--- src/rtl/alfs_pkg.sv ---
// Shared types, constants and codes for the addressable LED frame serializer.
package alfs_pkg;

    localparam int MAX_PIXELS_DEFAULT = 256;

    localparam logic [7:0] GREEN_SCALE = 8'hB0;
    localparam logic [7:0] BLUE_SCALE  = 8'hF0;

    localparam logic [7:0] LOW_DUTY_RESET    = 8'd30;
    localparam logic       FOUR_BYTE_RESET   = 1'b0;
    localparam logic [8:0] PIXEL_COUNT_RESET = 9'd256;
    localparam logic [3:0] GAP_PIXELS_RESET  = 4'd2;

    localparam int CFG_INDEX_W = 2;
    localparam int CFG_DATA_W  = 9;

    localparam logic [CFG_INDEX_W-1:0] CFG_LOW_DUTY    = 2'd0;
    localparam logic [CFG_INDEX_W-1:0] CFG_FOUR_BYTE   = 2'd1;
    localparam logic [CFG_INDEX_W-1:0] CFG_PIXEL_COUNT = 2'd2;
    localparam logic [CFG_INDEX_W-1:0] CFG_GAP_PIXELS  = 2'd3;

    localparam logic [1:0] KIND_SET_PIXEL = 2'd0;
    localparam logic [1:0] KIND_SET_ALL   = 2'd1;
    localparam logic [1:0] KIND_RENDER    = 2'd2;
    localparam logic [1:0] KIND_TICK      = 2'd3;

    localparam logic [1:0] STATUS_OK        = 2'd0;
    localparam logic [1:0] STATUS_BAD_INDEX = 2'd1;
    localparam logic [1:0] STATUS_ABORTED   = 2'd2;

    localparam logic [5:0] BITS_3BYTE = 6'd24;
    localparam logic [5:0] BITS_4BYTE = 6'd32;

    typedef struct packed {
        logic [7:0] low_duty;
        logic       four_byte_mode;
        logic [8:0] pixel_count;
        logic [3:0] gap_pixels;
    } cfg_t;

    typedef enum logic [1:0] {
        ST_CLEAR,
        ST_IDLE,
        ST_FILL,
        ST_TICK
    } ctrl_state_t;

endpackage

--- src/rtl/alfs_cfg_regs.sv ---
// Configuration register bank of the LED frame serializer.
module alfs_cfg_regs (
    input  logic                               aclk,
    input  logic                               aresetn,
    input  logic                               cfg_wr_en,
    input  logic [alfs_pkg::CFG_INDEX_W-1:0]   cfg_index,
    input  logic [alfs_pkg::CFG_DATA_W-1:0]    cfg_wdata,
    output alfs_pkg::cfg_t                     cfg
);
    import alfs_pkg::*;

    cfg_t cfg_reg;

    always_ff @(posedge aclk) begin
        if (!aresetn) begin
            cfg_reg.low_duty       <= LOW_DUTY_RESET;
            cfg_reg.four_byte_mode <= FOUR_BYTE_RESET;
            cfg_reg.pixel_count    <= PIXEL_COUNT_RESET;
            cfg_reg.gap_pixels     <= GAP_PIXELS_RESET;
        end else if (cfg_wr_en) begin
            unique case (cfg_index)
                CFG_LOW_DUTY:    cfg_reg.low_duty       <= cfg_wdata[7:0];
                CFG_FOUR_BYTE:   cfg_reg.four_byte_mode <= cfg_wdata[0];
                CFG_PIXEL_COUNT: cfg_reg.pixel_count    <= cfg_wdata[8:0];
                CFG_GAP_PIXELS:  cfg_reg.gap_pixels     <= cfg_wdata[3:0];
                default: ;
            endcase
        end
    end

    assign cfg = cfg_reg;

endmodule

--- config.mk ---
export PLATFORM = sky130hd
export DESIGN_NAME = alfs_cfg_regs
export DESIGN_NICKNAME = d
export VERILOG_FILES = /design/src/rtl/alfs_pkg.sv /design/src/rtl/alfs_cfg_regs.sv
export SDC_FILE = /design/constraint.sdc
export NUM_CORES = 1
export LEC_CHECK = 0
export ABC_AREA = 1
export CAP_MARGIN = 20
export CORE_MARGIN = 1.5
export CORE_UTILIZATION = 55
export CTS_CLUSTER_DIAMETER = 40
export DETAILED_ROUTE_END_ITERATION = 16
export DONT_BUFFER_PORTS = 1
export PLACE_DENSITY = 0.73
export REMOVE_ABC_BUFFERS = 1
export SYNTH_ARGS = -nofsm -noshare
export SYNTH_HDL_FRONTEND = slang
export SYNTH_SLANG_ARGS = --single-unit
export TNS_END_PERCENT = 30
--- constraint.sdc ---
create_clock -name aclk -period 1.8 [get_ports aclk]
set_input_delay 0.27 -clock aclk [delete_from_list [all_inputs] [get_ports aclk]]
set_output_delay 0.27 -clock aclk [all_outputs]
set_load 0.01 [all_outputs]
==> impl_metrics.yaml, run 1 <==
clock_tree:
  clkSinkCount: 22
  numCtsBuffers: 3
  insertion_delay_ns: 0.31
  cts_max_level: 1
  cts-resized-gates: 0
  hold_buffers: 0
  cts_tree: "yes"
  cts.clk_slew.worst_paths_ns: 0.12
  cts_setup_buffers: 0
  root_buffer: "clkbuf_4"
  clockBufferDepth: 2
route:
  vias_per_cell: 4.99
  vias: 739
  routedWlPerCell_um: 11.8
  routed_wl_um: 1740
  drt-initial-drc-count: 12
  firstDrtPassIters: 4
  drc: 0
  postRouteAntennaNets: 0
cells_and_area:
  final_cell_mix: "35 x nand2_1, 29 x nor2_1, 22 x dfxtp_1, 18 x inv_1, 16 x nand3_1"
  drive_above_1_share_pct: 4.55
  final_nets: 147
  syn_to_final_growth_pct: 1.77
  multi_input_area_um2: 363
  seq_area_um2: 440
  antennaDiodeCount: 0
  final_common_cell: "nand2_1"
  fillerInstances: 150
  largest_reg_flops: 22
min_path:
  worstHoldStart: "aresetn"
  hold_class: "in2reg"
flow_run:
  maxCapViolCount: 0
sta:
  max_freq_mhz: 1010
  finalHoldViolations: 0
  period_needed_ns: 0.991
  rsz0062_at_grt: "false"
  report.final.setup_viol: 0
  finalCritPeriodShare_pct: 55.1
  slew_viol_final: 0
  finalWorstSetupSlack_ns: 0.809
  tightest_slew_ns: 0.356
  clock_skew_ns: 0
  fin_setup_tns_ns: 0
  relSlewSlack_pct: 76.2
outcome:
  outcome: "finished clean"
global_routing:
  grt_usage_pct: 21.6
  top_usage_layer: "met2"
  grt_overflow: 0
  antenna_found_initial: 0
  use_met1_pct: 29.5
  grt_pass1_vias: 678
  use_met2_pct: 30.3
  grt_use_met3_pct: 7.08
  grt_max_degree: 23
  grt_pass1_wl_um: 3040
setup_path:
  endpoint_kind: "output port"
  arrival_ns: 0.72
  timing.critical_path.from: "cfg[14]$_SDFFE_PN0P_"
  required_ns: 1.53
  crit_fanout: 2
  crit_path_start_kind: "register"
  reg2reg_from: "cfg[5]$_SDFFE_PN0P_"
  critPathKind: "reg2out"
die:
  die_w_um: 43.9
  num_io_pins: 36
  die_h_um: 43.9
  dieArea_mm2: 0.00192
  start_util_pct: 59.6
  core.rowCount: 14
  core-area_mm2: 0.00154
placement:
  dp_hpwl_um: 1180
  numPortBuffers: 0
  dp_slack_ns: 0.762
  globalplace.congestion: 0.737
power_and_ir_drop:
  ir_drop_mv: 0.568
  totalPowerFinal_uw: 875
  powerDensity_mw_per_mm2: 936
  p_leak_uw: 0.000493
synth:
  synth_area_per_cell_um2: 6.91
  synthCells: 133
  syn_area_um2: 918
  ys_warn_count: 0
  yosysSeqAreaShare_pct: 48.0
  synth_cell_types: 11
  ys_ff_latch: 22
[area by class of cell]
cell class	count	share of cell area (%)
Inverter	18	7.23
Sequential cell	22	47.1
Multi-Input combinational cell	87	38.8
Tap cell	16	2.14
Timing Repair Buffer	1	0.803
Clock buffer	4	3.88
[final timing paths]
check                                            end  slack [ns]  cells after the start
worst max-delay path                         cfg[14]        0.81                      0
worst min-delay path             cfg[1]$_SDFFE_PN1P_        0.04                      1
worst min register to register  cfg[18]$_SDFFE_PN1P_        0.53                      2
worst max register to register   cfg[5]$_SDFFE_PN0P_        1.09                      4
[per-layer routing]
metal,vias up,share of wire [%]
li1,402,-
met2,28,42
met5,-,0
met1,304,47
met4,0,2.1
met3,5,8.2
[cells in the mapped netlist]
| cell | n | share of area, % |
|---|---|---|
| nand3_2 | 1 | 1.1 |
| nor2_1 | 29 | 12 |
| nand2_1 | 35 | 14 |
| buf_6 | 2 | 2.5 |
| dfxtp_1 | 22 | 48 |
| nand4_1 | 2 | 1.4 |
| a21oi_1 | 4 | 2.2 |
| inv_1 | 18 | 7.4 |
| buf_4 | 2 | 1.6 |
| nand3_1 | 16 | 8.7 |
| buf_2 | 2 | 1.1 |
[power by group]
| part | switching (uW) | internal, uW |
|---|---|---|
| clock | 147 | 124 |
| combinational | 36.9 | 26.3 |
| sequential | 28.0 | 513 |
| total | 212 | 663 |
[stage by stage]
step                util (%)  instance area, um^2  cells  hold slack (ns)
floorplan                  -                  871    127            0.354
global placement        58.3                  898    144            0.357
detailed placement      58.3                  898    144            0.361
CTS                     60.6                  935    148           0.0396
global route            60.6                  935    148          0.00972
finish                  60.6                  935    148           0.0400
[logic make-up after synthesis]
family / after synthesis / share of synthesized area (%)
flops: 22 / 48.0
buf+inv: 24 / 12.5
simple gates: 83 / 37.3
compound gates: 4 / 2.18
Note: power is estimated with default switching activity, not from simulation.
==> run 2: changes to the inputs <==
--- a/config.mk
+++ b/config.mk
@@ -8,11 +8,11 @@
 export ABC_AREA = 1
 export CAP_MARGIN = 20
 export CORE_MARGIN = 1.5
-export CORE_UTILIZATION = 55
+export CORE_UTILIZATION = 53
 export CTS_CLUSTER_DIAMETER = 40
 export DETAILED_ROUTE_END_ITERATION = 16
 export DONT_BUFFER_PORTS = 1
-export PLACE_DENSITY = 0.73
+export PLACE_DENSITY = 0.74
 export REMOVE_ABC_BUFFERS = 1
 export SYNTH_ARGS = -nofsm -noshare
 export SYNTH_HDL_FRONTEND = slang
==> constraint.sdc (replaced) <==
create_clock -name aclk -period 0.8 [get_ports aclk]
set_input_delay 0.12 -clock aclk [delete_from_list [all_inputs] [get_ports aclk]]
set_output_delay 0.12 -clock aclk [all_outputs]
set_load 0.01 [all_outputs]
==> run 2 against run 1 <==
  * The run now ends with design-rule violations, negative hold slack, negative setup slack left
  * Utilization rose by 9.3 points
  * Worst hold slack got worse by 0.14 ns
  * Non-clock buffer count rose by 12
  * Die area rose by 3.5%
  * Total power rose by 130%
==> impl_metrics.yaml, run 2 (synthesis gave the netlist of run 1 again) <==
outcome:
  outcome: "finished, violations left"
  violations: "design-rule violations, negative hold slack, negative setup slack"
global_routing:
  antenna_found_initial: 0
  grt_usage_pct: 20.9
  grt_max_degree: 23
  grt_pass1_vias: 720
  grt_overflow: 0
  grt_pass1_wl_um: 3040
setup_path:
  required_ns: 0.68
  crit_fanout: 2
  max_stage_delay_ns: 0.35
  critPathKind: "reg2out"
  crit_slowest_cell: "dfxtp_2"
  reg2reg_depth: 5
  crit_path_start_kind: "register"
  arrival_ns: 0.77
  crit_family: "flip-flops"
  cp_cell_sequence: "buf_6"
  endpoint_kind: "output port"
  path_buf_inv: 1
  cp.depth: 1
clock_tree:
  cts_max_level: 1
  numCtsBuffers: 3
  cts.clk_slew.worst_paths_ns: 0.12
  insertion_delay_ns: 0.30
  cts_tree: "yes"
  clkSinkCount: 22
  clockBufferDepth: 2
  root_buffer: "clkbuf_4"
sta:
  report.final.setup_viol: 11
  period_needed_ns: 0.886
  hold_ws_ns: -0.105
  fin_setup_tns_ns: -0.772
  max_freq_mhz: 1130
  clock_skew_ns: 0
  rsz0062_at_grt: "true"
  relSlewSlack_pct: 78.8
  finalHoldViolations: 22
  slew_viol_final: 0
  finalCritPeriodShare_pct: 111
  finalWorstSetupSlack_ns: -0.0864
  tightest_slew_ns: 0.318
die:
  core-area_mm2: 0.00156
  core.rowCount: 14
  num_io_pins: 36
  dieArea_mm2: 0.00199
  start_util_pct: 58.9
  die_w_um: 44.6
  die_h_um: 44.6
power_and_ir_drop:
  p_leak_uw: 0.000569
  totalPowerFinal_uw: 2050
  powerDensity_mw_per_mm2: 1880
  ir_drop_mv: 1.01
route:
  highest_layer: "met4"
  wl_met1_um: 845
  dr_wl_met3_um: 122
  firstDrtPassIters: 10
  vias_per_cell: 5.05
  routed_wl_um: 1880
  postRouteAntennaNets: 0
  drc: 3
  drt-initial-drc-count: 19
  vias: 808
  wl_met2_um: 888
  routedWlPerCell_um: 11.7
cells_and_area:
  drive_above_1_share_pct: 27.8
  final_cell_mix: "35 x nand2_1, 29 x nor2_1, 22 x dfxtp_2, 18 x inv_1, 16 x nand3_1"
  antennaDiodeCount: 0
  syn_to_final_growth_pct: 18.7
  largest_reg_flops: 22
  final_nets: 159
  utilization_pct: 69.9
  final_common_cell: "nand2_1"
min_path:
  hold_class: "in2reg"
  whs_path_depth: 1
placement:
  numPortBuffers: 0
  dp_hpwl_um: 1270
  globalplace.congestion: 0.742
flow_run:
  maxCapViolCount: 0
==> run 2: changes by cell type in the layout (fill, tap and decap cells not counted), sizes merged <==
cell / delta
buf: +12
==> run 2: area by class of cell <==
type                            instances  area, um^2
Clock buffer                            4        36.3
Fill cell                             136         469
Inverter                               18        67.6
Multi-Input combinational cell         87         363
Sequential cell                        22         468
Tap cell                               16        20.0
Timing Repair Buffer                   13         135
==> run 2: repair_timing <==
item / in CTS / in global routing
hold endpoints to repair: 22 / 22
gates resized for setup: 32 / 0
setup endpoints to repair: 22 / 22
setup buffers: 0 / 1
==> run 2: layer usage <==
layer  up-vias  GRT usage (%)
met4         0           9.09
met2        23           32.5
met1       356           27.4
met3         2           5.31
met5         -              0
li1        427              -
==> run 2: power breakdown <==
group | total, uW | internal [uW] | switching [uW] | leakage [uW]
Clock | 607 | 277 | 330 | 0.0000210
Sequential | 1220 | 1160 | 54.0 | 0.000185
Combinational | 219 | 111 | 109 | 0.000363
Total | 2050 | 1550 | 493 | 0.000569
==> run 2: through the flow <==
stage          instance area (um^2)  hold slack, ns  instances  setup slack (ns)
2_1_floorplan                   871           0.204        127            -0.193
3_3_place_gp                    981           0.206        155          -0.00315
3_5_place_dp                    981           0.210        155          -0.00853
4_1_cts                        1080          -0.108        159           -0.0846
5_1_grt                        1090          -0.126        160            -0.126
6_report                       1090          -0.105        160           -0.0864
==> run 2: path summary, 6_finish.rpt <==
check,from,to,slack (ns)
min,aresetn,cfg[16]$_SDFFE_PN1P_,-0.10
min reg2reg,cfg[16]$_SDFFE_PN1P_,cfg[16]$_SDFFE_PN1P_,0.50
max,cfg[3]$_SDFFE_PN0P_,cfg[3],-0.09
max reg2reg,cfg[3]$_SDFFE_PN0P_,cfg[3]$_SDFFE_PN0P_,0.04
==> run 3: changes to the inputs <==
==> constraint.sdc (replaced) <==
create_clock -name aclk -period 0.81 [get_ports aclk]
set_input_delay 0.1215 -clock aclk [delete_from_list [all_inputs] [get_ports aclk]]
set_output_delay 0.1215 -clock aclk [all_outputs]
set_load 0.01 [all_outputs]
==> run 3 against run 2 <==
  * The flow still finishes with violations (design-rule violations, negative hold slack, negative setup slack)
  * Clock skew is the same
  * Via count shrank 0.12%
  * Clock-buffer cell count is the same
  * Highest routed layer unchanged
  * Sequential power is essentially flat
  * Critical path type unchanged
  * Combinational power shrank 8%
==> impl_metrics.yaml, run 3 (synthesis gave the netlist of run 1 again) <==
sta:
  finalHoldViolations: 22
  finalCritPeriodShare_pct: 111
  rsz0062_at_grt: "true"
  max_freq_mhz: 1110
  slew_viol_final: 0
  period_needed_ns: 0.897
  finalWorstSetupSlack_ns: -0.0873
  report.final.setup_viol: 8
  tightest_slew_ns: 0.295
  hold_ws_ns: -0.112
  clock_skew_ns: 0
  relSlewSlack_pct: 80.3
global_routing:
  grt_usage_pct: 20.9
  grt_max_degree: 23
  antenna_found_initial: 0
  grt_pass1_vias: 751
  grt_pass1_wl_um: 3080
  grt_overflow: 0
cells_and_area:
  largest_reg_flops: 22
  utilization_pct: 68.4
  antennaDiodeCount: 0
  final_cell_mix: "35 x nand2_1, 29 x nor2_1, 21 x dfxtp_2, 18 x inv_1, 16 x nand3_1"
  fillerInstances: 138
  multi_input_area_um2: 363
  seq_area_um2: 470
  final_nets: 157
  syn_to_final_growth_pct: 16.1
  drive_above_1_share_pct: 26.8
  final_common_cell: "nand2_1"
  stdcell_count: 158
route:
  routedWlPerCell_um: 12.2
  firstDrtPassIters: 11
  vias: 807
  postRouteAntennaNets: 0
  routed_wl_um: 1920
  vias_per_cell: 5.11
  drt-initial-drc-count: 13
  drc: 3
die:
  core.rowCount: 14
  core-area_mm2: 0.00156
  dieArea_mm2: 0.00199
  num_io_pins: 36
  start_util_pct: 58.9
  die_w_um: 44.6
  die_h_um: 44.6
min_path:
  hold_class: "in2reg"
placement:
  globalplace.congestion: 0.738
  placed_cells: 152
  dp_hpwl_um: 1330
  numPortBuffers: 0
power_and_ir_drop:
  powerDensity_mw_per_mm2: 1890
  pwr-share-comb_pct: 10.0
  p_leak_uw: 0.000556
  ir_drop_mv: 0.934
  p_clk_share_pct: 30.2
  p_int_uw: 1520
  netSwitchingPower_uw: 493
  sequentialPowerShare_pct: 59.8
  p_sw_share_pct: 24.5
setup_path:
  required_ns: 0.69
  path_buf_inv: 1
  crit_family: "flip-flops"
  reg2reg_from: "cfg[7]$_SDFFE_PN0P_"
  max_stage_delay_ns: 0.35
  crit_slowest_cell: "dfxtp_2"
  cp.depth: 1
  crit_fanout: 2
  crit_path_start_kind: "register"
  endpoint_kind: "output port"
  reg2reg_depth: 5
  r2r_end: "cfg[7]$_SDFFE_PN0P_"
  endpoint: "cfg[4]"
  cp_cell_sequence: "buf_6"
  arrival_ns: 0.78
  critPathKind: "reg2out"
  timing.critical_path.from: "cfg[4]$_SDFFE_PN0P_"
  reg2reg_slack_ns: 0.06
clock_tree:
  cts_tree: "yes"
  root_buffer: "clkbuf_4"
  insertion_delay_ns: 0.30
  clockBufferDepth: 2
  cts.clk_slew.worst_paths_ns: 0.13
  clkSinkCount: 22
  cts_max_level: 1
  numCtsBuffers: 3
outcome:
  violations: "design-rule violations, negative hold slack, negative setup slack"
  outcome: "finished, violations left"
flow_run:
  maxCapViolCount: 0
==> run 3: cell count changes in the layout (fill, tap and decap cells not counted) <==
cell / change
buf_6: -3
buf_4: +1
dfxtp_2: -1
dfxtp_4: +1
==> run 3: final cells by class <==
type | count | share of cell area [%]
flip-flops and latches | 22 | 44.1
multi-input cells | 87 | 34.0
repair buffers | 11 | 10.2
inverters | 18 | 6.34
clock buffers | 4 | 3.40
well taps | 16 | 1.88
==> run 3: power groups by stage <==
stage | clock network [uW] | logic (uW) | registers, uW
after floorplan | 0 | 118 | 1220
after global placement | 0 | 174 | 1220
after detailed placement | 0 | 183 | 1220
after CTS | 612 | 198 | 1210
after global routing | 656 | 230 | 1210
final | 608 | 201 | 1210
==> run 3: layer usage <==
metal,GRT usage (%),routed length [um],up-vias
li1,-,-,418
met1,26.4,849,355
met2,33.0,892,28
met3,6.53,135,6
met4,8.48,44,0
met5,0,0,-
==> run 3: worst min path at each step <==
stage,slack (ns),cells past startpoint,start,to
after global placement,0.21,1,aresetn,cfg[18]$_SDFFE_PN1P_
after floorplan,0.21,1,aresetn,cfg[15]$_SDFFE_PN1P_
after global routing,-0.12,1,aresetn,cfg[12]$_SDFFE_PN1P_
after detailed placement,0.21,1,aresetn,cfg[18]$_SDFFE_PN1P_
after CTS,-0.10,1,aresetn,cfg[18]$_SDFFE_PN1P_
final,-0.11,1,aresetn,cfg[12]$_SDFFE_PN1P_
==> run 3: timing repair <==
item                       CTS  global route
setup endpoints to repair   22            22
hold endpoints to repair    22            22
gates resized for setup     27             3
setup buffers                1             1
==> run 3: per-stage QoR <==
stage               TNS [ns]  area [um^2]  total power, uW  setup slack (ns)  hold slack, ns
floorplan              -1.09          871             1340            -0.184           0.206
global placement           0          958             1390           0.00554           0.209
detailed placement  -0.00660          958             1400          -0.00660           0.213
CTS                   -0.532         1050             2020           -0.0846          -0.105
global route          -0.995         1070             2100            -0.114          -0.122
finish                -0.523         1070             2020           -0.0873          -0.112
