[src/rtl/alfs_pkg.sv]
// Shared types, constants and codes for the addressable LED frame serializer.
package alfs_pkg;

    localparam int MAX_PIXELS_DEFAULT = 256;

    localparam logic [7:0] GREEN_SCALE = 8'hB0;
    localparam logic [7:0] BLUE_SCALE  = 8'hF0;

    localparam logic [7:0] LOW_DUTY_RESET    = 8'd30;
    localparam logic       FOUR_BYTE_RESET   = 1'b0;
    localparam logic [8:0] PIXEL_COUNT_RESET = 9'd256;
    localparam logic [3:0] GAP_PIXELS_RESET  = 4'd2;

    localparam int CFG_INDEX_W = 2;
    localparam int CFG_DATA_W  = 9;

    localparam logic [CFG_INDEX_W-1:0] CFG_LOW_DUTY    = 2'd0;
    localparam logic [CFG_INDEX_W-1:0] CFG_FOUR_BYTE   = 2'd1;
    localparam logic [CFG_INDEX_W-1:0] CFG_PIXEL_COUNT = 2'd2;
    localparam logic [CFG_INDEX_W-1:0] CFG_GAP_PIXELS  = 2'd3;

    localparam logic [1:0] KIND_SET_PIXEL = 2'd0;
    localparam logic [1:0] KIND_SET_ALL   = 2'd1;
    localparam logic [1:0] KIND_RENDER    = 2'd2;
    localparam logic [1:0] KIND_TICK      = 2'd3;

    localparam logic [1:0] STATUS_OK        = 2'd0;
    localparam logic [1:0] STATUS_BAD_INDEX = 2'd1;
    localparam logic [1:0] STATUS_ABORTED   = 2'd2;

    localparam logic [5:0] BITS_3BYTE = 6'd24;
    localparam logic [5:0] BITS_4BYTE = 6'd32;

    typedef struct packed {
        logic [7:0] low_duty;
        logic       four_byte_mode;
        logic [8:0] pixel_count;
        logic [3:0] gap_pixels;
    } cfg_t;

    typedef enum logic [1:0] {
        ST_CLEAR,
        ST_IDLE,
        ST_FILL,
        ST_TICK
    } ctrl_state_t;

endpackage

[src/rtl/alfs_ctrl.sv]
// Item sequencer: store updates, fill sweeps, frame counters and result register.
module alfs_ctrl #(
    parameter int MAX_PIXELS = alfs_pkg::MAX_PIXELS_DEFAULT,
    localparam int AW = (MAX_PIXELS > 1) ? $clog2(MAX_PIXELS) : 1
) (
    input  logic           aclk,
    input  logic           aresetn,
    input  alfs_pkg::cfg_t cfg,
    input  logic           s_valid,
    output logic           s_ready,
    input  logic [1:0]     s_kind,
    input  logic [7:0]     s_pixel_index,
    input  logic [7:0]     s_red,
    input  logic [7:0]     s_green,
    input  logic [7:0]     s_blue,
    input  logic [7:0]     s_white,
    output logic           m_valid,
    input  logic           m_ready,
    output logic [8:0]     m_duty,
    output logic           m_slot_active,
    output logic           m_frame_done,
    output logic [1:0]     m_status,
    output logic           wr_en,
    output logic [AW-1:0]  wr_addr,
    output logic [31:0]    wr_data,
    output logic           rd_en,
    output logic [AW-1:0]  rd_addr,
    input  logic [31:0]    rd_data
);
    import alfs_pkg::*;

    localparam int CW = $clog2(MAX_PIXELS + 1);
    localparam int EW = (CW > 9) ? CW : 9;
    localparam logic [AW-1:0] LAST_ADDR = AW'(MAX_PIXELS - 1);

    ctrl_state_t state_reg, state_next;

    logic [AW-1:0] fill_addr_reg, fill_addr_next;
    logic [31:0]   fill_word_reg, fill_word_next;
    logic          busy_reg, busy_next;
    logic [CW-1:0] pix_pos_reg, pix_pos_next;
    logic [4:0]    bit_pos_reg, bit_pos_next;
    logic [8:0]    gap_cnt_reg, gap_cnt_next;

    logic       m_valid_reg;
    logic [8:0] m_duty_reg, duty_next;
    logic       m_active_reg, active_next;
    logic       m_done_reg, done_next;
    logic [1:0] m_status_reg, status_next;
    logic       out_load;

    logic          accept;
    logic          fill_last;
    logic [EW-1:0] pc_ext;
    logic [CW-1:0] count_eff;
    logic [5:0]    bpp;
    logic [8:0]    gap_total;
    logic          tick_hit;
    logic [15:0]   green_prod;
    logic [15:0]   blue_prod;
    logic [31:0]   word_new;
    logic          bit_sel;
    logic [CW-1:0] pix_new;
    logic [5:0]    bit_inc;

    assign s_ready   = (state_reg == ST_IDLE) && (!m_valid_reg || m_ready);
    assign accept    = s_valid && s_ready;
    assign fill_last = (fill_addr_reg == LAST_ADDR);

    assign pc_ext = EW'(cfg.pixel_count);
    always_comb begin
        if (cfg.pixel_count == 9'd0) begin
            count_eff = CW'(1);
        end else if (pc_ext > EW'(MAX_PIXELS)) begin
            count_eff = CW'(MAX_PIXELS);
        end else begin
            count_eff = pc_ext[CW-1:0];
        end
    end

    assign bpp       = cfg.four_byte_mode ? BITS_4BYTE : BITS_3BYTE;
    assign gap_total = cfg.four_byte_mode ? 9'({cfg.gap_pixels, 5'b0})
                     : 9'({cfg.gap_pixels, 4'b0}) + 9'({cfg.gap_pixels, 3'b0});
    assign tick_hit  = busy_reg && (pix_pos_reg < count_eff);

    assign green_prod = 16'(s_green) * 16'(GREEN_SCALE);
    assign blue_prod  = 16'(s_blue) * 16'(BLUE_SCALE);
    assign word_new   = {green_prod[15:8], s_red, blue_prod[15:8],
                         cfg.four_byte_mode ? s_white : 8'd0};

    assign bit_sel = rd_data[~bit_pos_reg];
    assign bit_inc = {1'b0, bit_pos_reg} + 6'd1;
    assign pix_new = (bit_inc >= bpp) ? pix_pos_reg + CW'(1) : pix_pos_reg;

    // next state
    always_comb begin
        state_next = state_reg;
        unique case (state_reg)
            ST_CLEAR: if (fill_last) state_next = ST_IDLE;
            ST_FILL:  if (fill_last) state_next = ST_IDLE;
            ST_TICK:  state_next = ST_IDLE;
            ST_IDLE: begin
                if (accept && s_kind == KIND_SET_ALL) begin
                    state_next = ST_FILL;
                end else if (accept && s_kind == KIND_TICK && tick_hit) begin
                    state_next = ST_TICK;
                end
            end
            default: state_next = ST_IDLE;
        endcase
    end

    // outputs and datapath
    always_comb begin
        wr_en          = 1'b0;
        wr_addr        = fill_addr_reg;
        wr_data        = fill_word_reg;
        rd_en          = 1'b0;
        rd_addr        = pix_pos_reg[AW-1:0];
        fill_addr_next = fill_addr_reg;
        fill_word_next = fill_word_reg;
        busy_next      = busy_reg;
        pix_pos_next   = pix_pos_reg;
        bit_pos_next   = bit_pos_reg;
        gap_cnt_next   = gap_cnt_reg;
        out_load       = 1'b0;
        duty_next      = 9'd0;
        active_next    = 1'b0;
        done_next      = 1'b0;
        status_next    = STATUS_OK;

        unique case (state_reg)
            ST_CLEAR, ST_FILL: begin
                wr_en          = 1'b1;
                wr_data        = (state_reg == ST_CLEAR) ? 32'd0 : fill_word_reg;
                fill_addr_next = fill_last ? '0 : fill_addr_reg + AW'(1);
            end
            ST_TICK: begin
                out_load     = 1'b1;
                active_next  = 1'b1;
                duty_next    = bit_sel ? {cfg.low_duty, 1'b0} : {1'b0, cfg.low_duty};
                pix_pos_next = pix_new;
                bit_pos_next = (bit_inc >= bpp) ? 5'd0 : bit_inc[4:0];
                if (pix_new >= count_eff && cfg.gap_pixels == 4'd0) begin
                    done_next    = 1'b1;
                    busy_next    = 1'b0;
                    pix_pos_next = '0;
                    bit_pos_next = 5'd0;
                    gap_cnt_next = 9'd0;
                end
            end
            ST_IDLE: begin
                if (accept) begin
                    unique case (s_kind)
                        KIND_SET_PIXEL: begin
                            out_load = 1'b1;
                            if (EW'(s_pixel_index) < EW'(count_eff)) begin
                                wr_en   = 1'b1;
                                wr_addr = AW'(s_pixel_index);
                                wr_data = word_new;
                            end else begin
                                status_next = STATUS_BAD_INDEX;
                            end
                        end
                        KIND_SET_ALL: begin
                            out_load       = 1'b1;
                            fill_word_next = word_new;
                        end
                        KIND_RENDER: begin
                            out_load     = 1'b1;
                            busy_next    = !busy_reg;
                            pix_pos_next = '0;
                            bit_pos_next = 5'd0;
                            gap_cnt_next = 9'd0;
                            if (busy_reg) status_next = STATUS_ABORTED;
                        end
                        KIND_TICK: begin
                            if (tick_hit) begin
                                rd_en = 1'b1;
                            end else begin
                                out_load    = 1'b1;
                                active_next = busy_reg;
                                if (busy_reg) begin
                                    if ({1'b0, gap_cnt_reg} + 10'd1 >= {1'b0, gap_total}) begin
                                        done_next    = 1'b1;
                                        busy_next    = 1'b0;
                                        pix_pos_next = '0;
                                        bit_pos_next = 5'd0;
                                        gap_cnt_next = 9'd0;
                                    end else begin
                                        gap_cnt_next = gap_cnt_reg + 9'd1;
                                    end
                                end
                            end
                        end
                        default: ;
                    endcase
                end
            end
            default: ;
        endcase
    end

    always_ff @(posedge aclk) begin
        if (!aresetn) begin
            state_reg     <= ST_CLEAR;
            fill_addr_reg <= '0;
            busy_reg      <= 1'b0;
            pix_pos_reg   <= '0;
            bit_pos_reg   <= 5'd0;
            gap_cnt_reg   <= 9'd0;
            m_valid_reg   <= 1'b0;
        end else begin
            state_reg     <= state_next;
            fill_addr_reg <= fill_addr_next;
            busy_reg      <= busy_next;
            pix_pos_reg   <= pix_pos_next;
            bit_pos_reg   <= bit_pos_next;
            gap_cnt_reg   <= gap_cnt_next;
            if (out_load) begin
                m_valid_reg <= 1'b1;
            end else if (m_ready) begin
                m_valid_reg <= 1'b0;
            end
        end
    end

    always_ff @(posedge aclk) begin
        fill_word_reg <= fill_word_next;
        if (out_load) begin
            m_duty_reg   <= duty_next;
            m_active_reg <= active_next;
            m_done_reg   <= done_next;
            m_status_reg <= status_next;
        end
    end

    assign m_valid       = m_valid_reg;
    assign m_duty        = m_duty_reg;
    assign m_slot_active = m_active_reg;
    assign m_frame_done  = m_done_reg;
    assign m_status      = m_status_reg;

endmodule
[config.mk]
export PLATFORM = sky130hd
export DESIGN_NAME = alfs_ctrl
export DESIGN_NICKNAME = d
export VERILOG_FILES = /design/src/rtl/alfs_pkg.sv /design/src/rtl/alfs_ctrl.sv
export SDC_FILE = /design/constraint.sdc
export NUM_CORES = 1
export LEC_CHECK = 0
export ABC_AREA = 1
export ABC_CLOCK_PERIOD_IN_PS = 5800
export BUFFER_PORTS_ARGS = -buffer_cell sky130_fd_sc_hd__buf_4
export CORE_MARGIN = 2
export CORE_UTILIZATION = 40
export CTS_CLUSTER_SIZE = 40
export DETAILED_ROUTE_END_ITERATION = 7
export PLACE_DENSITY_LB_ADDON = 0.2
export RECOVER_POWER = 25
export SLEW_MARGIN = 20
export SYNTH_ARGS = -nofsm -noshare
export SYNTH_HDL_FRONTEND = slang
export SYNTH_SLANG_ARGS = --single-unit
[constraint.sdc]
create_clock -name aclk -period 5.8 [get_ports aclk]
set_input_delay 0.87 -clock aclk [delete_from_list [all_inputs] [get_ports aclk]]
set_output_delay 0.87 -clock aclk [all_outputs]
set_load 0.05 [all_outputs]
==> results.py, run 1 <==
metrics = {
    "global_route": {
        "grt_pass1_vias": 6557,
        "grt_first_pass_wirelength_um": 32110,
        "grt_use_total_pct": 19.75,
        "grt_use_met1_pct": 27.89,
        "use_met3_pct": 2.490,
        "grt.overflow.total": 0,
        "grt.busiest_layer": "met2",
        "antenna_found_initial": 0,
        "met2_usage_pct": 31.30,
        "grt_max_degree": 35,
    },
    "clocking": {
        "ctsHoldBuffers": 0,
        "postCtsResizedCells": 0,
        "htreeDepth": 3,
        "clock_path_buffers": 2,
        "cts_tree": "yes",
        "cts_sinks": 80,
        "numCtsBuffers": 9,
        "clkLatencyLatePin_ps": 340,
        "clkTransAtPathRegs_ps": 60,
        "post-cts-setup-buffers": 0,
        "clock_tree.root_cell": "clkbuf_16",
    },
    "worst_setup_path": {
        "crit_path_end_kind": "output port",
        "cp_max_fo": 5,
        "cp_common_cell": "nand2_1",
        "crit_path_start_kind": "input port",
        "critPathMaxStageDelay_ps": 510,
        "critPathRequiredTime_ps": 4930,
        "slowest_stage": "fa_1",
        "crit_type": "input port to output port",
        "path_buf_inv": 4,
        "cp.arrival_ps": 3920,
        "critPathTopFamily": "adder cells",
        "path_cells": "buf_4 > inv_1 > fa_1 > fa_1 > inv_1 > ha_1 > a21oi_1 > o21ai_0 > nand2_1 > nand2_1 > nand2_1 > nand2_1 > or2_2 > nand2_1 > nand2_1 > nand2_1 > nand2_1 > buf_4",
    },
    "route": {
        "drt_pass1_iterations": 5,
        "avgRoutedWirePerCell_um": 13.42,
        "dr.first_iter.drc_count": 440,
        "vias": 7372,
        "viasPerCell": 4.938,
        "drc": 0,
        "ant_nets": 0,
        "routed_wl_um": 20040,
    },
    "outcome": {
        "violations": "max-capacitance violations",
        "status": "finished with violations",
    },
    "timing": {
        "rsz0062_at_grt": "no",
        "setup_ws_ps": 1009,
        "slew_headroom_pct": 0.4757,
        "fin_crit_ps": 4791,
        "slew_viol_final": 0,
        "tightest_slew_ps": 1493,
        "setup-violations-final": 0,
        "hold_viol": 0,
        "finalClockSkew_ps": 8.719,
        "fin_crit_sh_pct": 82.61,
        "max_freq_ghz": 0.2087,
        "fin_setup_tns_ps": 0,
    },
    "floorplanning": {
        "fp.dieW_um": 142.3,
        "fp-row-count": 50,
        "die-area_um2": 20240,
        "coreArea_um2": 18710,
        "initial_core_util_pct": 40.88,
        "die_h_um": 142.3,
        "io_pins": 165,
    },
    "synth": {
        "ys_seq_area_share_pct": 26.84,
        "synth_area_um2": 7646,
        "ys_warn_count": 0,
        "netlist.area_leader.share_pct": 17.67,
        "netlist_instances": 1107,
        "ys_ff_latch": 80,
        "ys.flop_type": "edfxtp_1",
        "synthTopCellsByArea": "edfxtp_1 18%, nand2_1 16%, ha_1 13%, dfxtp_1 9.2%, inv_1 8.3%",
        "synth_fp_nets": 1303,
        "synth_enable_flop_cells": 45,
        "synth_area_per_cell_um2": 6.907,
        "async_flop_share_pct": 0,
        "synth_top_area_cell": "edfxtp_1",
        "ys_types": 52,
    },
    "placed_design": {
        "post-dp-hpwl_um": 15780,
        "gp_congestion": 0.8817,
        "placed_area_um2": 9014,
        "post-place-ws_ps": 987.0,
        "io_buffers": 164,
    },
    "min_path": {
        "hold_class": "flip-flop to flip-flop",
    },
    "cells_and_area": {
        "synthToLayoutAreaGrowth_pct": 20.77,
        "drive_above_1_share_pct": 15.17,
        "largest_register_ffs": 32,
        "nFillCells": 1916,
        "num_antenna_cells": 0,
        "seq_area_um2": 2052,
        "multiInputGateArea_um2": 4716,
        "design_area_um2": 9234,
        "nets": 1450,
    },
    "pwr": {
        "p_per_area_nw_per_um2": 182.3,
        "p_leak_nw": 4.743,
        "vdd_drop_max_mv": 0.1085,
    },
    "run": {
        "cap_violations": 1,
    },
}
-- where the power goes --
part | total [W] | leakage [nW] | internal, W | switching, W
combinational | 0.000448 | 3.92 | 0.000185 | 0.000263
clock | 0.000621 | 0.148 | 0.000377 | 0.000244
sequential | 0.000615 | 0.680 | 0.000614 | 0.00000125
total | 0.00168 | 4.74 | 0.00118 | 0.000508
-- stage by stage --
step                      std cells  power [W]  util, %  hold slack [ps]
final                          1493   0.001684    49.36            496.2
after global routing           1493   0.001788    49.36            533.6
after CTS                      1493   0.001702    49.91            492.3
after detailed placement       1477   0.001077    48.19            482.0
after global placement         1477   0.001075    48.19            481.3
after floorplan                1107  0.0009300        -            457.6
-- path summary, 6_finish.rpt --
check,end,startpoint,cells after the start,slack (ps)
worst max-delay path,wr_data[15],s_blue[4],18,1010
worst min-delay path,fill_addr_reg[5]$_SDFFE_PN0P_,fill_addr_reg[5]$_SDFFE_PN0P_,2,500
worst max register to register,gap_cnt_reg[7]$_SDFFE_PN0P_,bit_pos_reg[0]$_SDFFE_PN0P_,26,1500
worst min register to register,fill_addr_reg[5]$_SDFFE_PN0P_,fill_addr_reg[5]$_SDFFE_PN0P_,2,500
-- tightest hold or removal path, stage by stage (launching register included) --
cell	delay (ps)
dfxtp_1	330
nand2_1	60
a21oi_1	60
-- placed cells by master (no fill, tap or decap), types with 3 or more instances in the layout --
cell type	Yosys	routed
nand4_1	24	24
nand2_1	325	325
inv_2	6	6
o21ai_1	19	19
o21bai_1	5	5
clkinvlp_4	0	3
o211ai_1	9	9
a21o_1	4	4
clkbuf_1	7	27
ha_1	79	79
inv_4	3	3
nor2_4	5	5
xor2_1	17	17
clkbuf_4	0	5
buf_4	11	137
edfxtp_1	45	45
a21boi_1	6	6
clkbuf_16	0	9
o21ai_0	42	42
a21oi_1	29	29
o22ai_1	10	10
o211ai_2	3	3
inv_1	170	170
a211oi_1	3	3
nor3_1	6	6
fa_1	17	17
nor2_1	126	126
nand3_1	48	48
dfxtp_1	35	35
xnor2_1	7	7
a31oi_1	4	4
-- cell type report --
cell class              count  area share, %
clock buffers               9          2.439
well taps                 234          3.171
multi-input cells         814          51.07
inverters                 180          7.412
repair buffers            169          12.64
clock inverters             7          1.043
flip-flops and latches     80          22.22
-- cells by family after synthesis --
logic type      Yosys count  share of synthesized area [%]
compound gates          139                          10.82
xor+xnor                 24                          2.749
fa+ha+maj                96                          17.38
buf+inv                 213                          11.49
flops                    80                          26.84
simple gates            555                          30.73
-- routing by layer --
layer  vias up  share of wire, %
li1       3837                 -
met1      3332                48
met2       175                45
met3        28               4.7
met4         0               2.1
met5         -                 0
-- cell usage after synthesis, types with 4 or more instances --
| cell type | n |
|---|---|
| a21o_1 | 4 |
| a31oi_1 | 4 |
| buf_2 | 11 |
| nand4_1 | 24 |
| buf_4 | 11 |
| clkbuf_1 | 7 |
| nand2_1 | 325 |
| nor3_1 | 6 |
| o211ai_1 | 9 |
| fa_1 | 17 |
| a21oi_1 | 29 |
| nand3_1 | 48 |
| nor2_1 | 126 |
| dfxtp_1 | 35 |
| o21ai_0 | 42 |
| inv_1 | 170 |
| a21boi_1 | 6 |
| ha_1 | 79 |
| o21ai_1 | 19 |
| edfxtp_1 | 45 |
| inv_2 | 6 |
| nor2_4 | 5 |
| o21bai_1 | 5 |
| o22ai_1 | 10 |
| xnor2_1 | 7 |
| xor2_1 | 17 |
No activity file was read; power rests on OpenSTA's default activity.
==> run 2, diff against run 1 <==
- ABC_CLOCK_PERIOD_IN_PS: 5800 -> 4400
- clock period: 5.8 -> 4.4 ns (I/O delays scaled with it)
==> run 2 against run 1 <==
  * The run now ends clean
  * Sequential share of layout area fell by 0.13 points
  * First-iteration DRC count grew 7.3%
  * Via count is 2.1% lower
  * Sequential power increased by 32%
  * Hold slack better by 3.4 ps
  * Global-route usage about the same
  * Design area increased by 0.57%
  * Non-clock buffer count grew 7
  * Clock skew grew 1.1 ps
  * Worst setup slack worse by 780 ps
  * Cell count is 0.47% higher
  * Critical path type unchanged
  * Critical endpoint unchanged
  * Highest routed layer unchanged
==> results.py, run 2 (synthesis gave the netlist of run 1 again) <==
metrics = {
    "outcome": {
        "status": "finished, final reports clean",
    },
    "cells_and_area": {
        "nets": 1457,
        "num_antenna_cells": 0,
        "synthToLayoutAreaGrowth_pct": 21.45,
        "seq_area_um2": 2052,
        "nFillCells": 1922,
        "drive_above_1_share_pct": 16.19,
        "final_common_cell": "nand2_1",
        "layout_common_cells": "325 x nand2_1, 167 x inv_1, 144 x buf_4, 126 x nor2_1, 78 x ha_1",
        "multiInputGateArea_um2": 4737,
        "finalCoreUtilization_pct": 49.65,
        "largest_register_ffs": 32,
    },
    "route": {
        "vias": 7218,
        "drt_pass1_iterations": 6,
        "avgRoutedWirePerCell_um": 13.21,
        "viasPerCell": 4.812,
        "routed_wl_um": 19810,
        "ant_nets": 0,
        "drc": 0,
        "dr.first_iter.drc_count": 472,
    },
    "clocking": {
        "clkLatencyLatePin_ps": 350,
        "numCtsBuffers": 9,
        "clock_path_buffers": 2,
        "cts_tree": "yes",
        "clock_tree.root_cell": "clkbuf_16",
        "clkTransAtPathRegs_ps": 60,
        "htreeDepth": 3,
        "cts_sinks": 80,
    },
    "worst_setup_path": {
        "path_buf_inv": 4,
        "r2r-start": "bit_pos_reg[0]$_SDFFE_PN0P_",
        "worstReg2RegEnd": "gap_cnt_reg[3]$_SDFFE_PN0P_",
        "critPathTopFamily": "adder cells",
        "crit_type": "input port to output port",
        "critPathRequiredTime_ps": 3740,
        "cp.arrival_ps": 3510,
        "path_cells": "buf_4 > clkinvlp_4 > fa_1 > fa_1 > inv_1 > ha_2 > nand2_1 > nand2_1 > a31oi_2 > nand2_1 > nand2_1 > nand2_1 > or2_2 > nand2_1 > nand2_1 > nand2_1 > nand2_1 > buf_4",
        "slowest_stage": "fa_1",
        "crit_path_start_kind": "input port",
        "r2r_setup_slack_ps": 490,
        "cp_common_cell": "nand2_1",
        "ff2ff_path_depth": 24,
        "critPathMaxStageDelay_ps": 520,
        "cp_max_fo": 7,
        "crit_path_end_kind": "output port",
    },
    "timing": {
        "finalClockSkew_ps": 9.844,
        "setup_ws_ps": 226.2,
        "slew_viol_final": 0,
        "tightest_slew_ps": 1473,
        "fin_crit_sh_pct": 94.86,
        "slew_headroom_pct": 1.768,
        "hold_viol": 0,
        "fin_crit_ps": 4174,
        "fin_setup_tns_ps": 0,
        "setup-violations-final": 0,
        "max_freq_ghz": 0.2396,
    },
    "pwr": {
        "p_leak_nw": 4.749,
        "vdd_drop_max_mv": 0.1438,
        "p_per_area_nw_per_um2": 235.8,
    },
    "floorplanning": {
        "die-area_um2": 20240,
        "io_pins": 165,
        "fp-row-count": 50,
        "fp.dieW_um": 142.3,
        "die_h_um": 142.3,
        "coreArea_um2": 18710,
        "initial_core_util_pct": 40.88,
    },
    "placed_design": {
        "gp_congestion": 0.9007,
        "io_buffers": 164,
        "post-place-ws_ps": 100.2,
        "post-dp-hpwl_um": 15480,
    },
    "min_path": {
        "holdCritStartpoint": "fill_addr_reg[5]$_SDFFE_PN0P_",
        "hold_class": "flip-flop to flip-flop",
        "holdPathStages": 2,
        "holdPathEnd": "fill_addr_reg[5]$_SDFFE_PN0P_",
    },
    "global_route": {
        "antenna_found_initial": 0,
        "grt_pass1_vias": 6666,
        "grt.overflow.total": 0,
        "grt_max_degree": 35,
        "grt_use_total_pct": 19.71,
        "grt_first_pass_wirelength_um": 32290,
    },
    "run": {
        "cap_violations": 0,
    },
}
-- run 2: report_power, final --
group	switching, W	internal (W)	total [W]
registers	0.00000155	0.000809	0.000811
clock network	0.000330	0.000439	0.000769
logic	0.000353	0.000257	0.000610
total	0.000684	0.00151	0.00219
-- run 2: worst max-delay path by stage --
stage                     slack, ps  cells past startpoint       from          end
after floorplan                 210                     13  s_blue[4]  wr_data[12]
after CTS                        90                     18  s_blue[4]  wr_data[15]
after detailed placement        100                     18  s_blue[4]  wr_data[15]
after global routing            -20                     18  s_blue[5]  wr_data[15]
final                           230                     18  s_blue[5]  wr_data[15]
after global placement          110                     18  s_blue[4]  wr_data[15]
-- run 2: tightest hold or removal path, stage by stage, from the launching register on --
cell	delay, ps
dfxtp_1	340
nand2_1	60
a21oi_1	50
-- run 2: layout make-up --
cell class,count,share of cell area (%)
inverters,180,7.451
clock inverters,7,0.7680
clock buffers,9,2.425
well taps,234,3.153
repair buffers,176,13.10
flip-flops and latches,80,22.10
multi-input cells,814,51.01
-- run 2: timing repair --
action                                 CTS  global route
hold buffers                             0             0
setup endpoints to repair                0             2
endpoints found under the hold margin    0             0
buffers inserted                         0             1
gates resized for setup                  0             9
-- run 2: per-stage QoR --
step	area (µm²)	cells	total power (W)	hold WS (ps)
6_report	9286	1500	0.002189	499.6
5_1_grt	9286	1500	0.002329	507.9
4_1_cts	9355	1499	0.002190	483.0
3_5_place_dp	9059	1483	0.001421	482.7
3_3_place_gp	9059	1483	0.001415	477.2
2_1_floorplan	7646	1107	0.001226	457.6
-- run 2: routing by layer --
layer  up-vias  track usage [%]  wire length [µm]
met5         -                0                 0
met4         0            4.579               206
met3        15            3.096               891
met2       141            31.91              9008
met1      3214            27.68              9704
li1       3848                -                 -
==> run 3, diff against run 2 <==
- CORE_UTILIZATION: 40 -> 50
==> run 3 against run 2 <==
  * First-iteration DRC count grew 2.8%
  * Critical endpoint unchanged
  * Sequential cell count unchanged
  * Cell count fell by 3.3%
  * Critical path type unchanged
==> results.py, run 3 (synthesis gave the netlist of run 1 again) <==
metrics = {
    "route": {
        "dr.first_iter.drc_count": 485,
        "viasPerCell": 5.024,
        "vias": 7290,
        "drt_pass1_iterations": 5,
        "ant_nets": 0,
        "avgRoutedWirePerCell_um": 12.76,
        "routed_wl_um": 18520,
        "drc": 0,
    },
    "timing": {
        "slew_viol_final": 0,
        "max_freq_ghz": 0.2369,
        "finalClockSkew_ps": 5.574,
        "tightest_slew_ps": 1367,
        "setup-violations-final": 0,
        "fin_setup_tns_ps": 0,
        "whs_ps": 495.8,
        "hold_viol": 0,
        "slew_headroom_pct": 8.849,
        "fin_crit_sh_pct": 95.94,
        "fin_crit_ps": 4222,
    },
    "pwr": {
        "p_leak_nw": 4.751,
        "p_comb_share_pct": 28.2,
        "clkPwrFrac_pct": 34.2,
        "vdd_drop_max_mv": 0.1760,
        "p_int_w": 0.001503,
        "switching_share_pct": 30.28,
        "power.switching_w": 0.0006529,
        "p_per_area_nw_per_um2": 233.9,
        "p_seq_share_pct": 37.6,
    },
    "floorplanning": {
        "io_pins": 165,
        "coreArea_um2": 15090,
        "fp.dieW_um": 127.7,
        "die-area_um2": 16300,
        "initial_core_util_pct": 50.67,
        "fp-row-count": 45,
        "die_h_um": 127.7,
    },
    "outcome": {
        "status": "finished, final reports clean",
    },
    "placed_design": {
        "placedCellCount": 1435,
        "placed_area_um2": 8999,
        "io_buffers": 164,
        "gp_congestion": 0.9169,
        "post-dp-hpwl_um": 14600,
    },
    "global_route": {
        "grt_max_degree": 46,
        "grt_pass1_vias": 6489,
        "grt_first_pass_wirelength_um": 30020,
        "grt_use_total_pct": 22.45,
        "antenna_found_initial": 0,
        "grt.overflow.total": 0,
    },
    "worst_setup_path": {
        "r2r_setup_slack_ps": 450,
        "crit_path_start_kind": "input port",
        "cp_max_fo": 7,
        "ff2ff_path_depth": 26,
        "crit_type": "input port to output port",
        "cp.arrival_ps": 3560,
        "crit_path_end_kind": "output port",
        "critPathRequiredTime_ps": 3740,
    },
    "clocking": {
        "cts_sinks": 80,
        "htreeDepth": 3,
        "postCtsResizedCells": 0,
        "clkTransAtPathRegs_ps": 60,
        "post-cts-setup-buffers": 0,
        "clock_tree.root_cell": "clkbuf_16",
        "cts_tree": "yes",
        "ctsHoldBuffers": 0,
        "clkLatencyLatePin_ps": 340,
        "clock_path_buffers": 2,
        "numCtsBuffers": 9,
    },
    "cells_and_area": {
        "final_common_cell": "nand2_1",
        "num_antenna_cells": 0,
        "nets": 1454,
        "synthToLayoutAreaGrowth_pct": 20.54,
        "final_cells": 1451,
        "layout_common_cells": "325 x nand2_1, 167 x inv_1, 141 x buf_4, 125 x nor2_1, 78 x ha_1",
        "design_area_um2": 9216,
        "drive_above_1_share_pct": 15.99,
        "finalCoreUtilization_pct": 61.08,
        "largest_register_ffs": 32,
    },
    "min_path": {
        "hold_class": "flip-flop to flip-flop",
        "holdPathStages": 2,
    },
    "run": {
        "cap_violations": 0,
    },
}
run 3: per-layer routing:
metal | wire length, µm | track usage (%)
met1 | 8949 | 31.14
met2 | 8522 | 36.80
met3 | 750 | 3.130
met4 | 298 | 6.270
met5 | 0 | 0
run 3: power by group through the flow:
| stage | combinational, W | sequential [W] | clock, W |
|---|---|---|---|
| 2_1_floorplan | 0.000399 | 0.000827 | 0 |
| 3_3_place_gp | 0.000582 | 0.000827 | 0 |
| 3_5_place_dp | 0.000598 | 0.000827 | 0 |
| 4_1_cts | 0.000601 | 0.000811 | 0.000740 |
| 5_1_grt | 0.000695 | 0.000811 | 0.000767 |
| 6_report | 0.000608 | 0.000811 | 0.000736 |
run 3: worst paths after layout:
| kind | start | end |
|---|---|---|
| max | s_blue[5] | wr_data[15] |
| max reg2reg | bit_pos_reg[1]$_SDFFE_PN0P_ | gap_cnt_reg[0]$_SDFFE_PN0P_ |
| min reg2reg | fill_addr_reg[5]$_SDFFE_PN0P_ | fill_addr_reg[5]$_SDFFE_PN0P_ |
| min | fill_addr_reg[5]$_SDFFE_PN0P_ | fill_addr_reg[5]$_SDFFE_PN0P_ |
run 3: stage by stage:
stage               total power, W  setup WS [ps]
CTS                       0.002152          67.00
finish                    0.002156          178.5
global placement          0.001409          116.9
detailed placement        0.001426          70.55
floorplan                 0.001226          211.4
global route              0.002273         -23.71
run 3: cell type report:
cell class,count,area (µm²)
fillers,1427,5873
multi-input cells,814,4728
flip-flops and latches,80,2053
repair buffers,173,1221
inverters,180,695.7
clock buffers,12,236.5
well taps,188,235.2
clock inverters,4,46.29
run 3: critical path, stage by stage:
cell	delay [ps]
buf_4	110
clkinvlp_4	150
fa_1	510
fa_1	520
inv_1	50
ha_2	320
nand2_1	70
nand2_1	60
a31oi_1	180
nand2_1	70
nand2_1	80
nand2_1	60
or2_2	270
nand2_1	80
nand2_1	50
nand2_1	80
nand2_1	60
buf_4	190
